File: src/design/tslne_pkg.sv
// tslne_pkg: shared types, register indexes and character codes for the
// text stream line number / escape unit. No dependencies.
`default_nettype none

package tslne_pkg;

   // Default sizes handed to the top-level parameters
   localparam int COUNT_DIGITS_DEF = 10;
   localparam int PAD_WIDTH_DEF    = 6;

   // Configuration port
   localparam int CSR_AW = 5;
   localparam int CSR_DW = 32;

   localparam logic [2:0] REG_NUMBER_MODE   = 3'd0;
   localparam logic [2:0] REG_SQUEEZE_BLANK = 3'd1;
   localparam logic [2:0] REG_SHOW_ENDS     = 3'd2;
   localparam logic [2:0] REG_SHOW_TABS     = 3'd3;
   localparam logic [2:0] REG_SHOW_CTRL     = 3'd4;

   // Numbering modes (any other code means no numbering)
   localparam logic [1:0] NUM_ALL       = 2'd1;
   localparam logic [1:0] NUM_TEXT_ONLY = 2'd2;

   // Character codes
   localparam logic [7:0] CH_TAB    = 8'h09;
   localparam logic [7:0] CH_NL     = 8'h0A;
   localparam logic [7:0] CH_SPACE  = 8'h20;
   localparam logic [7:0] CH_DOLLAR = 8'h24;
   localparam logic [7:0] CH_DASH   = 8'h2D;
   localparam logic [7:0] CH_ZERO   = 8'h30;
   localparam logic [7:0] CH_QMARK  = 8'h3F;
   localparam logic [7:0] CH_UPPERI = 8'h49;
   localparam logic [7:0] CH_UPPERM = 8'h4D;
   localparam logic [7:0] CH_CARET  = 8'h5E;
   localparam logic [7:0] CH_DEL    = 8'h7F;
   localparam logic [7:0] CH_HIGH   = 8'h80;
   localparam logic [7:0] CH_META   = 8'hA0;
   localparam logic [7:0] CH_MAX    = 8'hFF;

   typedef struct packed {
      logic [1:0] number_mode;
      logic       squeeze_blank;
      logic       show_ends;
      logic       show_tabs;
      logic       show_ctrl;
   } cfg_type;

   // Rendered character: up to four bytes, entry 0 goes out first
   typedef struct packed {
      logic [3:0][7:0] bytes;
      logic [2:0]      count;
   } rend_type;

endpackage

`default_nettype wire

File: src/design/tslne_csr.sv
// tslne_csr: APB-style register file for the mode controls.
// Depends on tslne_pkg.
`default_nettype none

module tslne_csr (
   input  logic                         clock,
   input  logic                         reset,
   input  logic                         psel,
   input  logic                         penable,
   input  logic                         pwrite,
   input  logic [tslne_pkg::CSR_AW-1:0] paddr,
   input  logic [tslne_pkg::CSR_DW-1:0] pwdata,
   output logic [tslne_pkg::CSR_DW-1:0] prdata,
   output logic                         pready,
   output tslne_pkg::cfg_type           cfg
);
   import tslne_pkg::*;

   cfg_type    cfg_ff, cfg_in;
   logic [2:0] idx;
   logic       wr;

   assign pready = 1'b1;
   assign idx    = paddr[CSR_AW-1:2];
   assign wr     = psel && penable && pwrite;
   assign cfg    = cfg_ff;

   always_comb begin
      cfg_in = cfg_ff;
      if (wr) begin
         unique case (idx)
            REG_NUMBER_MODE:   cfg_in.number_mode   = pwdata[1:0];
            REG_SQUEEZE_BLANK: cfg_in.squeeze_blank = pwdata[0];
            REG_SHOW_ENDS:     cfg_in.show_ends     = pwdata[0];
            REG_SHOW_TABS:     cfg_in.show_tabs     = pwdata[0];
            REG_SHOW_CTRL:     cfg_in.show_ctrl     = pwdata[0];
            default:           cfg_in = cfg_ff;
         endcase
      end
   end

   always_comb begin
      prdata = '0;
      unique case (idx)
         REG_NUMBER_MODE:   prdata[1:0] = cfg_ff.number_mode;
         REG_SQUEEZE_BLANK: prdata[0]   = cfg_ff.squeeze_blank;
         REG_SHOW_ENDS:     prdata[0]   = cfg_ff.show_ends;
         REG_SHOW_TABS:     prdata[0]   = cfg_ff.show_tabs;
         REG_SHOW_CTRL:     prdata[0]   = cfg_ff.show_ctrl;
         default:           prdata      = '0;
      endcase
   end

   always_ff @(posedge clock) begin
      if (reset) begin
         cfg_ff <= '0;
      end else begin
         cfg_ff <= cfg_in;
      end
   end

endmodule

`default_nettype wire

File: src/design/tslne_core.sv
// tslne_core: input word register, line state, BCD line counter and
// character rendering. Depends on tslne_pkg.
`default_nettype none

module tslne_core #(
   parameter int COUNT_DIGITS = tslne_pkg::COUNT_DIGITS_DEF
) (
   input  logic                               clock,
   input  logic                               reset,
   input  tslne_pkg::cfg_type                 cfg,
   input  logic                               in_valid,
   output logic                               in_ready,
   input  logic [7:0]                         in_byte,
   input  logic                               in_file_start,
   output logic                               item_valid,
   input  logic                               item_ready,
   output logic                               item_num_en,
   output logic [COUNT_DIGITS*4-1:0]          item_digits,
   output logic [$clog2(COUNT_DIGITS+1)-1:0]  item_sig,
   output tslne_pkg::rend_type                item_rend
);
   import tslne_pkg::*;

   localparam int CW    = COUNT_DIGITS * 4;
   localparam int SIG_W = $clog2(COUNT_DIGITS + 1);

   logic          a_valid_ff, a_valid_in;
   logic [7:0]    a_byte_ff, a_byte_in;
   logic          a_fs_ff, a_fs_in;
   logic          prev_nl_ff, prev_nl_in;
   logic          blank_ff, blank_in;
   logic [CW-1:0] count_ff, count_in, count_inc;

   logic          is_nl, prev_eff, blank_eff, first, drop, a_move, num_en, full, lower_nine;
   logic [SIG_W-1:0] sig;
   rend_type      rend;
   logic [7:0]    ch;

   assign ch        = a_byte_ff;
   assign is_nl     = (ch == CH_NL);
   // A file start clears the line state before the word is looked at
   assign prev_eff  = a_fs_ff ? 1'b0 : prev_nl_ff;
   assign blank_eff = a_fs_ff ? 1'b0 : blank_ff;
   assign first     = (count_ff == CW'(1));
   assign drop      = cfg.squeeze_blank && blank_eff && is_nl;

   always_comb begin
      num_en = 1'b0;
      if (cfg.number_mode == NUM_ALL) begin
         num_en = prev_eff || first;
      end else if (cfg.number_mode == NUM_TEXT_ONLY) begin
         num_en = !is_nl && (prev_eff || first);
      end
   end

   // Most significant nonzero digit, at least one digit
   always_comb begin
      sig = SIG_W'(1);
      for (int i = 0; i < COUNT_DIGITS; i++) begin
         if (count_ff[4*i +: 4] != 4'd0) sig = SIG_W'(i + 1);
      end
   end

   // Saturating BCD increment
   always_comb begin
      full = 1'b1;
      for (int i = 0; i < COUNT_DIGITS; i++) begin
         if (count_ff[4*i +: 4] != 4'd9) full = 1'b0;
      end
      count_inc = count_ff;
      for (int i = 0; i < COUNT_DIGITS; i++) begin
         lower_nine = 1'b1;
         for (int j = 0; j < COUNT_DIGITS; j++) begin
            if (j < i && count_ff[4*j +: 4] != 4'd9) lower_nine = 1'b0;
         end
         if (!full && lower_nine) begin
            count_inc[4*i +: 4] = (count_ff[4*i +: 4] == 4'd9) ? 4'd0
                                  : count_ff[4*i +: 4] + 4'd1;
         end
      end
   end

   always_comb begin
      rend.bytes    = '0;
      rend.bytes[0] = ch;
      rend.count    = 3'd1;
      priority if (cfg.show_ends && is_nl) begin
         rend.bytes[0] = CH_DOLLAR;
         rend.bytes[1] = CH_NL;
         rend.count    = 3'd2;
      end else if (cfg.show_tabs && ch == CH_TAB) begin
         rend.bytes[0] = CH_CARET;
         rend.bytes[1] = CH_UPPERI;
         rend.count    = 3'd2;
      end else if (cfg.show_ctrl && ch < CH_SPACE && !is_nl && ch != CH_TAB) begin
         rend.bytes[0] = CH_CARET;
         rend.bytes[1] = ch | 8'h40;
         rend.count    = 3'd2;
      end else if (cfg.show_ctrl && ch == CH_DEL) begin
         rend.bytes[0] = CH_CARET;
         rend.bytes[1] = CH_QMARK;
         rend.count    = 3'd2;
      end else if (cfg.show_ctrl && ch == CH_MAX) begin
         rend.bytes[0] = CH_UPPERM;
         rend.bytes[1] = CH_DASH;
         rend.bytes[2] = CH_CARET;
         rend.bytes[3] = CH_QMARK;
         rend.count    = 3'd4;
      end else if (cfg.show_ctrl && ch >= CH_META) begin
         rend.bytes[0] = CH_UPPERM;
         rend.bytes[1] = CH_DASH;
         rend.bytes[2] = {1'b0, ch[6:0]};
         rend.count    = 3'd3;
      end else if (cfg.show_ctrl && ch >= CH_HIGH) begin
         rend.bytes[0] = CH_UPPERM;
         rend.bytes[1] = CH_DASH;
         rend.bytes[2] = CH_CARET;
         rend.bytes[3] = {2'b01, ch[5:0]};
         rend.count    = 3'd4;
      end else begin
         rend.bytes[0] = ch;
      end
   end

   // A squeezed newline leaves without touching the output stage
   assign a_move      = a_valid_ff && (drop || item_ready);
   assign in_ready    = !a_valid_ff || a_move;
   assign item_valid  = a_valid_ff && !drop;
   assign item_num_en = num_en;
   assign item_digits = count_ff;
   assign item_sig    = sig;
   assign item_rend   = rend;

   always_comb begin
      a_valid_in = a_valid_ff;
      a_byte_in  = a_byte_ff;
      a_fs_in    = a_fs_ff;
      prev_nl_in = prev_nl_ff;
      blank_in   = blank_ff;
      count_in   = count_ff;
      if (a_move && !drop) begin
         prev_nl_in = is_nl;
         blank_in   = cfg.squeeze_blank && prev_eff && is_nl;
         if (num_en) count_in = count_inc;
      end
      if (in_ready) begin
         a_valid_in = in_valid;
         a_byte_in  = in_byte;
         a_fs_in    = in_file_start;
      end
   end

   always_ff @(posedge clock) begin
      if (reset) begin
         a_valid_ff <= 1'b0;
         prev_nl_ff <= 1'b1;
         blank_ff   <= 1'b0;
         count_ff   <= CW'(1);
      end else begin
         a_valid_ff <= a_valid_in;
         prev_nl_ff <= prev_nl_in;
         blank_ff   <= blank_in;
         count_ff   <= count_in;
      end
   end

   always_ff @(posedge clock) begin
      a_byte_ff <= a_byte_in;
      a_fs_ff   <= a_fs_in;
   end

endmodule

`default_nettype wire

File: src/design/tslne_out.sv
// tslne_out: result register that plays out the line number field and the
// rendered character one word at a time. Depends on tslne_pkg.
`default_nettype none

module tslne_out #(
   parameter int COUNT_DIGITS = tslne_pkg::COUNT_DIGITS_DEF,
   parameter int PAD_WIDTH    = tslne_pkg::PAD_WIDTH_DEF
) (
   input  logic                               clock,
   input  logic                               reset,
   input  logic                               item_valid,
   output logic                               item_ready,
   input  logic                               item_num_en,
   input  logic [COUNT_DIGITS*4-1:0]          item_digits,
   input  logic [$clog2(COUNT_DIGITS+1)-1:0]  item_sig,
   input  tslne_pkg::rend_type                item_rend,
   output logic                               out_valid,
   input  logic                               out_ready,
   output logic [7:0]                         out_byte,
   output logic                               out_last
);
   import tslne_pkg::*;

   localparam int CW      = COUNT_DIGITS * 4;
   localparam int SIG_W   = $clog2(COUNT_DIGITS + 1);
   localparam int NUM_MAX = ((COUNT_DIGITS > PAD_WIDTH) ? COUNT_DIGITS : PAD_WIDTH) + 1;
   localparam int CNT_W   = $clog2(NUM_MAX + 1);

   logic             b_valid_ff, b_valid_in;
   logic [CNT_W-1:0] cnt_ff, cnt_in;
   logic [SIG_W-1:0] sig_ff, sig_in;
   logic [CW-1:0]    dig_ff, dig_in;
   logic [3:0][7:0]  rbytes_ff, rbytes_in;
   logic [2:0]       rcnt_ff, rcnt_in;

   logic             hs, load;
   logic [CNT_W-1:0] sig_ext, pad, num_len, pos;
   logic [3:0]       dsel;

   assign out_valid  = b_valid_ff;
   assign out_last   = (cnt_ff == '0) && (rcnt_ff == 3'd1);
   assign hs         = b_valid_ff && out_ready;
   assign item_ready = !b_valid_ff || (hs && out_last);
   assign load       = item_valid && item_ready;

   assign sig_ext = CNT_W'(item_sig);
   assign pad     = CNT_W'(PAD_WIDTH);
   assign num_len = ((sig_ext > pad) ? sig_ext : pad) + CNT_W'(1);

   // Field position counted from the least significant digit
   assign pos = cnt_ff - CNT_W'(2);

   always_comb begin
      dsel = 4'd0;
      for (int i = 0; i < COUNT_DIGITS; i++) begin
         if (pos == CNT_W'(i)) dsel = dig_ff[4*i +: 4];
      end
   end

   always_comb begin
      if (cnt_ff == CNT_W'(1)) begin
         out_byte = CH_TAB;
      end else if (cnt_ff != '0) begin
         out_byte = (pos < CNT_W'(sig_ff)) ? (CH_ZERO | {4'd0, dsel}) : CH_SPACE;
      end else begin
         out_byte = rbytes_ff[0];
      end
   end

   always_comb begin
      b_valid_in = b_valid_ff;
      cnt_in     = cnt_ff;
      sig_in     = sig_ff;
      dig_in     = dig_ff;
      rbytes_in  = rbytes_ff;
      rcnt_in    = rcnt_ff;
      if (load) begin
         b_valid_in = 1'b1;
         cnt_in     = item_num_en ? num_len : '0;
         sig_in     = item_sig;
         dig_in     = item_digits;
         rbytes_in  = item_rend.bytes;
         rcnt_in    = item_rend.count;
      end else if (hs) begin
         if (out_last) begin
            b_valid_in = 1'b0;
         end else if (cnt_ff != '0) begin
            cnt_in = cnt_ff - CNT_W'(1);
         end else begin
            rbytes_in = {8'h00, rbytes_ff[3:1]};
            rcnt_in   = rcnt_ff - 3'd1;
         end
      end
   end

   always_ff @(posedge clock) begin
      if (reset) begin
         b_valid_ff <= 1'b0;
         cnt_ff     <= '0;
         rcnt_ff    <= 3'd1;
      end else begin
         b_valid_ff <= b_valid_in;
         cnt_ff     <= cnt_in;
         rcnt_ff    <= rcnt_in;
      end
   end

   always_ff @(posedge clock) begin
      sig_ff    <= sig_in;
      dig_ff    <= dig_in;
      rbytes_ff <= rbytes_in;
   end

endmodule

`default_nettype wire

File: src/design/text_stream_line_number_escape_unit.sv
// text_stream_line_number_escape_unit: top level of the cat-style text
// renderer. Depends on tslne_pkg, tslne_csr, tslne_core and tslne_out.
//
//   channel | direction | tdata / data         | side band
//   --------+-----------+----------------------+------------------------
//   req_    | in        | [7:0] in_byte        | tuser: file_start
//   rsp_    | out       | [7:0] out_byte       | tlast: last word of item
//   csr_    | in/out    | 32-bit registers 0-4 | paddr = 4 * index
//
// Flow: one input word per cycle while the result side keeps up; an item
//   that renders as N words holds the result port until its last word is
//   taken (N is 1 to 15: the number field, when printed, plus one to four
//   words of the character itself).
// Path: input register, then result register, before the first result word.
// Stalls: an empty input register takes a word while the result register
//   drains; a squeezed newline leaves it without waiting on the result side.
// Reset: synchronous; state returns at once, no clearing pass.
`default_nettype none

module text_stream_line_number_escape_unit #(
   parameter int COUNT_DIGITS = tslne_pkg::COUNT_DIGITS_DEF,
   parameter int PAD_WIDTH    = tslne_pkg::PAD_WIDTH_DEF
) (
   input  logic                         clock,
   input  logic                         reset,
   // input stream
   input  logic                         req_tvalid,
   output logic                         req_tready,
   input  logic [7:0]                   req_tdata,   // [7:0] in_byte
   input  logic                         req_tuser,   // [0] file_start
   // result stream
   output logic                         rsp_tvalid,
   input  logic                         rsp_tready,
   output logic [7:0]                   rsp_tdata,   // [7:0] out_byte
   output logic                         rsp_tlast,
   // configuration
   input  logic                         csr_psel,
   input  logic                         csr_penable,
   input  logic                         csr_pwrite,
   input  logic [tslne_pkg::CSR_AW-1:0] csr_paddr,
   input  logic [tslne_pkg::CSR_DW-1:0] csr_pwdata,
   output logic [tslne_pkg::CSR_DW-1:0] csr_prdata,
   output logic                         csr_pready
);
   import tslne_pkg::*;

   localparam int SIG_W = $clog2(COUNT_DIGITS + 1);

   cfg_type                   cfg;
   logic                      item_valid, item_ready, item_num_en;
   logic [COUNT_DIGITS*4-1:0] item_digits;
   logic [SIG_W-1:0]          item_sig;
   rend_type                  item_rend;

   // Mode registers
   tslne_csr u_csr (
      .clock   (clock),
      .reset   (reset),
      .psel    (csr_psel),
      .penable (csr_penable),
      .pwrite  (csr_pwrite),
      .paddr   (csr_paddr),
      .pwdata  (csr_pwdata),
      .prdata  (csr_prdata),
      .pready  (csr_pready),
      .cfg     (cfg)
   );

   // Hold the input word, advance the line state, render the character
   tslne_core #(
      .COUNT_DIGITS (COUNT_DIGITS)
   ) u_core (
      .clock         (clock),
      .reset         (reset),
      .cfg           (cfg),
      .in_valid      (req_tvalid),
      .in_ready      (req_tready),
      .in_byte       (req_tdata),
      .in_file_start (req_tuser),
      .item_valid    (item_valid),
      .item_ready    (item_ready),
      .item_num_en   (item_num_en),
      .item_digits   (item_digits),
      .item_sig      (item_sig),
      .item_rend     (item_rend)
   );

   // Play out the number field, then the rendered bytes
   tslne_out #(
      .COUNT_DIGITS (COUNT_DIGITS),
      .PAD_WIDTH    (PAD_WIDTH)
   ) u_out (
      .clock       (clock),
      .reset       (reset),
      .item_valid  (item_valid),
      .item_ready  (item_ready),
      .item_num_en (item_num_en),
      .item_digits (item_digits),
      .item_sig    (item_sig),
      .item_rend   (item_rend),
      .out_valid   (rsp_tvalid),
      .out_ready   (rsp_tready),
      .out_byte    (rsp_tdata),
      .out_last    (rsp_tlast)
   );

endmodule

`default_nettype wire

File: config.mk
export PLATFORM = sky130hd
export DESIGN_NAME = text_stream_line_number_escape_unit
export DESIGN_NICKNAME = d
export VERILOG_FILES = /design/src/design/tslne_pkg.sv /design/src/design/tslne_csr.sv /design/src/design/tslne_core.sv /design/src/design/tslne_out.sv /design/src/design/text_stream_line_number_escape_unit.sv
export SDC_FILE = /design/constraint.sdc
export NUM_CORES = 1
export LEC_CHECK = 0
export ABC_AREA = 1
export BUFFER_PORTS_ARGS = -buffer_cell sky130_fd_sc_hd__buf_4
export CORE_AREA = 2 2 169 88
export CTS_BUF_LIST = sky130_fd_sc_hd__clkbuf_8
export DETAILED_ROUTE_END_ITERATION = 10
export DIE_AREA = 0 0 171 90
export GPL_TIMING_DRIVEN = 0
export PLACE_DENSITY_LB_ADDON = 0.2
export SLEW_MARGIN = 15
export SYNTH_ARGS = -nofsm -noshare
export SYNTH_HDL_FRONTEND = slang
export SYNTH_HIERARCHICAL = 1
export SYNTH_SLANG_ARGS = --single-unit
File: constraint.sdc
create_clock -name clock -period 3.1 [get_ports clock]
set_input_delay 0.775 -clock clock [delete_from_list [all_inputs] [get_ports clock]]
set_output_delay 0.775 -clock clock [all_outputs]
set_load 0.01 [all_outputs]
# == Yosys cells after proc, flatten, opt, wreduce, memory -nomap -nowiden ==
# Cells that the tools add are included.
# classes
n_lt_le_gt_ge,5
eq_ne,45
n_bitwise,1
reduce_logical,75
add_sub_neg,14
n_mux,79
# op_table
cell,n
4-bit two-way mux,34
32-bit two-way mux,4
19-bit two-way mux,4
16-bit two-way mux,4
4-bit == test (second input constant),12
4-bit by 1-bit adder with 4-bit output (second input constant),11
40-bit by 1-bit == test with 1-bit output (second input constant),1
4-bit inequality test (second input constant),10
4-bit nonzero test,10
3-bit AND reduction,12
35-bit two-way mux,1
1-bit logical AND,32
8-bit two-way mux,4
27-bit two-way mux,1
23-bit two-way mux,1
1-bit two-way mux,18
4-bit by 3-bit == test with 1-bit output (second input constant),4
8-bit by 4-bit == test with 1-bit output (second input constant),2
8-bit >= comparator (second input constant),2
3-bit two-way mux,5
2-bit AND reduction,6
4-bit by 1-bit == test with 1-bit output (second input constant),2
4-bit by 2-bit == test with 1-bit output (second input constant),2
8-bit by 7-bit == test with 1-bit output (second input constant),1
24 further kinds,36
# word_totals
register_bits,142
output_inout_bits,44
word_cells,248

# == Logic depth before layout (Yosys ltp) ==
# depth
ltp_word,15
depth_mapped,20
depth_no_buf,19

# == Cells and area by module ==
# The synthesis kept the hierarchy.
# modules_own_cells
module,area_each_um2,cells_per_inst,n_inst,seq_area_each_um2
tslne_out,4048.9,410,1,2442.3
tslne_core,3423.3,544,1,1131.1
tslne_csr,598.1,95,1,120.1

# == Worst setup path after synthesis ==
# Ideal clock, no wire load.
# synth_timing
path_kind,register to output
start,reg u_out.cnt_ff[1]
end,out rsp_tdata[2]
setup_slack_ns,0.364
t_arrival_ns,1.961
path_stages_with_launch,14
t_required_ns,2.325
path_cell_list,dfxtp_1 > inv_1 > ha_1 > inv_1 > nand2_1 > nand2_2 > buf_6 > inv_1 > ha_1 > a21oi_1 > nand3_1 > a21oi_1 > nand2_1 > a21oi_1
# synth_via
elab_chain_cells,15
elab_cells_between_ends,27
classes_between,add/sub: 1; order compare: 1; eq/ne: 10; mux: 13; reduce/logical: 2
# synth_rtl
item,line,rtl
start: declaration,tslne_out.sv:30,"logic [CNT_W-1:0] cnt_ff, cnt_in;"
start signal: assignment,tslne_out.sv:103,cnt_ff <= cnt_in;
4-bit by 2-bit subtractor with 4-bit output,tslne_out.sv:51,assign pos = cnt_ff - CNT_W'(2);
4-bit logical NOT,tslne_out.sv:56,if (pos == CNT_W'(i)) dsel = dig_ff[4*i +: 4];
4-bit two-way mux (10 in series),tslne_out.sv:56,
5-bit two-way mux,tslne_out.sv:64,"out_byte = (pos < CNT_W'(sig_ff)) ? (CH_ZERO | {4'd0, dsel}) : CH_SPACE;"
8-bit two-way mux,tslne_out.sv:63,end else if (cnt_ff != '0) begin
8-bit two-way mux (*),tslne_out.sv:61,if (cnt_ff == CNT_W'(1)) begin
end: declaration,text_stream_line_number_escape_unit.sv:34,"output logic [7:0] rsp_tdata,"
# Every way passes the cells marked *; elsewhere a longest branch is shown, timed or not.

# == Worst setup path in the final report ==
# layout_timing
start,reg u_out.cnt_ff[2]
end,out rsp_tdata[3]
# Same word-level chain as after synthesis.

==> summary.txt <==
Placed design
  – Placed Cells incl. Taps: 1311
  – Final GP Congestion: 1.008
  – # port buffers: 33
  – Post-DP HPWL: 15370 um

Layout
  – Multi-input gate area: 0.003761 mm2
  – Area occupied by registers: 0.003696 mm2
  – Fraction of layout cells with a size suffix above 1: 18.76%
  – # diodes: 0
  – Synthesis-to-layout area growth: 18.17%
  – Final net count: 1209
  – Final Non-Filler Cells: 1355
  – Filler cells: 1211

Synth
  – Main synth FF type: edfxtp_1
  – Area contributors post-synth: edfxtp_1, dfxtp_1, nand2_1
  – Number of synthesized flops with an enable pin: 85
  – Post-Syn Area: 0.008070 mm2
  – Post-Synthesis Cells: 1049
  – Asr flop ratio synth: 0%
  – Yosys reg bits: 142
  – Most area-hungry cell type in the Yosys netlist: edfxtp_1
  – Post-synth top area share: 31.63%
  – Synth cell count leaders: nand2_1, inv_1, nor2_1
  – Synth warn: 6
  – Count leader, synth: nand2_1
  – Mean area per synthesized cell: 7.693 um2
  – Post-synthesis cell type count: 53
  – Sequential area share after synthesis: 45.77%

Power and ir drop
  – Sequential power share: 43.5%
  – Cell-internal power: 3.533 mW
  – Combinational Power Share: 22.4%
  – Power Density: 525.0 mW/mm2
  – Net Sw Frac: 29.43%
  – VDD IR max: 0.0002603 V
  – Design Power: 5.007 mW
  – Switch Pwr: 1.474 mW
  – Lkg Pwr: 4.338 nW
  – Clock network power share: 34.0%

Clock tree
  – Worst-Skew Late Latency: 440 ps
  – CTS tree: yes
  – H-Tree Level Count: 4
  – CTS sink cnt: 142
  – CTS max path bufs: 2
  – Clock tree root driver cell: clkbuf_8
  – Cts bufs inserted: 17
  – Worst-path clk slew: 80 ps

Outcome
  – Failing checks: negative setup slack
  – Status: complete, but fails checks

Min path
  – Hold wc startpoint: u_core/item_digits[13]
  – Hold Crit Endpoint: u_out/dig_ff[13]
  – Worst Hold Class: reg2reg
  – WHS Path Cells: 0

STA
  – Final Max Slew Viols: 0
  – Hold Vio Cnt, Final: 0
  – Final clock skew: 17.08 ps
  – Setup violators final: 5
  – Peak Freq: 0.2976 GHz
  – Final WS setup: -260.4 ps
  – Slew HR: 53.68%
  – Setup TNS Final: -918.0 ps
  – Worst Max-Slew Pin Slew: 694.8 ps
  – Final min period: 3360 ps
  – Final period util: 108.4%
  – RSZ-0062 raised after global routing: yes

Die
  – Boundary Pins: 97
  – Chip Height: 90 um
  – Core area: 0.01404 mm2
  – Initial Util: 57.48%
  – Die area: 0.01539 mm2
  – Rows: 31
  – Die width: 171 um

Worst setup path
  – FF-to-FF Start: u_out/cnt_ff[1]
  – Slowest CP cell: dfxtp_2
  – Critical Path Sink Type: output pin
  – Largest stage delay on the critical path: 360 ps
  – Worst Path Required: 2320 ps
  – R2R cell count: 14
  – Setup crit start: u_out/cnt_ff[2]
  – CP Launch Type: flip-flop
  – Worst setup path class: reg2out
  – Crit Path Max Fanout: 5
  – Cell Chain, Critical Path: inv_4 > ha_4 > nand2_2 > nand2_8 > buf_8 > nand2_4 > nor2_4 > nand2_1 > nand3_1 > o211ai_1 > nand2_1 > o21bai_1 > nand2_1 > nand2_1 > nand2_1 > nand2_1 > nand2_2 > buf_6
  – Most Frequent Cell on Critical Path: nand2_1
  – Worst R2R End: u_core/item_digits[3]
  – Reg2Reg Setup Slack: 230 ps
  – CP arrival: 2590 ps

Detailed routing
  – Post-route DRC: 0
  – Detail Route Antenna Nets: 0
  – Vias: 7280
  – Wire per inst: 15.91 um
  – Final WL: 21560 um
  – DRT iter0 DRCs: 866
  – Detailed Routing Iterations Pass 1: 5
  – Mean number of vias per cell: 5.373

Global routing
  – Largest net degree at the start of global routing: 54
  – Overflow after GRT: 0
  – Number of global-route vias before repair: 6246
  – Tot GR Track Use: 28.75%
  – First-pass GRT wire length: 33790 um
  – Initial antenna violation count: 0

Run
  – Max_cap viols: 0
==> timing repair <==
| action | CTS | global route |
|---|---|---|
| pin swaps | 18 | 16 |
| gates resized for setup | 51 | 13 |
| setup buffers | 9 | 1 |
| gates cloned | 1 | 0 |
| endpoints found under the setup margin | 6 | 7 |
| hold buffers | 0 | 0 |
==> stage by stage <==
stage                     util, %  area (um2)  hold WS (ps)  setup slack, ps
after floorplan                 -        8187         430.5            363.9
after global placement      61.83        8682         451.8           -90.24
after detailed placement    61.83        8682         458.6           -138.7
after CTS                   67.20        9435         480.8           -172.4
after global routing        67.92        9537         484.1           -371.3
final                       67.92        9537         477.9           -260.4
==> logic make-up after synthesis <==
family | after synthesis | synth area share (%)
simple gates | 553 | 30.20
xor+xnor | 14 | 1.519
fa+ha+maj | 12 | 1.860
flops | 142 | 45.77
other cells | 3 | 0.1395
buf+inv | 212 | 12.12
compound gates | 113 | 8.387
==> power groups by stage <==
stage | sequential [mW] | clock [mW] | combinational [mW]
after floorplan | 2.20 | 0 | 0.569
after global routing | 2.19 | 1.81 | 1.21
after detailed placement | 2.22 | 0 | 0.828
after global placement | 2.22 | 0 | 0.813
final | 2.18 | 1.70 | 1.12
after CTS | 2.18 | 1.73 | 1.02
==> flip-flops by register name (all words and copies together), names as in the netlist <==
signal              count
u_core/item_digits     40
u_out/dig_ff           40
u_out/rbytes_ff        32
u_core/a_byte_ff        8
u_csr/cfg               6
u_out/cnt_ff            4
u_out/sig_ff            4
u_out/rcnt_ff           3
u_core/a_fs_ff          1
u_core/a_valid_ff       1
u_core/blank_ff         1
u_core/prev_nl_ff       1
u_out/out_valid         1
==> routing by layer <==
layer  share of wire [%]  routed length [um]  GRT usage [%]
met1                  49               10580          48.80
met2                  37                7897          34.98
met3                  14                2926          7.794
met4                0.73                 157          5.650
met5                   0                   0              0
==> how the worst max path moves through the flow <==
stage                               to  slack (ps)
final                     rsp_tdata[3]        -260
after global routing      rsp_tdata[1]        -370
after CTS                 rsp_tdata[3]        -170
after detailed placement  rsp_tdata[2]        -140
after global placement    rsp_tdata[2]         -90
after floorplan           rsp_tdata[2]         360
==> layout by cell type (no fill, tap or decap), drive strengths merged, types with 12 or more instances in the layout <==
cell / synthesis / layout
nand2: 295 / 295
inv: 159 / 165
nor2: 127 / 127
buf: 49 / 94
edfxtp: 85 / 85
nand3: 63 / 63
dfxtp: 57 / 57
a21oi: 47 / 47
o21ai: 40 / 40
conb: 3 / 34
nand4: 27 / 27
nor3: 23 / 23
clkbuf: 3 / 20
xor2: 13 / 13
ha: 12 / 12
==> critical path, delay by kind of cell (launching register included) <==
kind | cells | cell delay [ps]
AO/OA/AOI/OAI | 2 | 370
adder cells (fa/ha/maj) | 1 | 170
buffers and inverters | 3 | 320
flip-flops | 1 | 360
AND/OR/NAND/NOR | 12 | 950
==> area by class of cell <==
| cell class | instances | share of cell area [%] |
|---|---|---|
| multi-input cells | 726 | 39.44 |
| flip-flops and latches | 142 | 38.76 |
| plain buffers | 52 | 4.002 |
| clock inverters | 15 | 2.309 |
| inverters | 160 | 6.403 |
| well taps | 198 | 2.598 |
| repair buffers | 45 | 4.041 |
| clock buffers | 17 | 2.453 |
No activity file was read; power rests on OpenSTA's default activity.
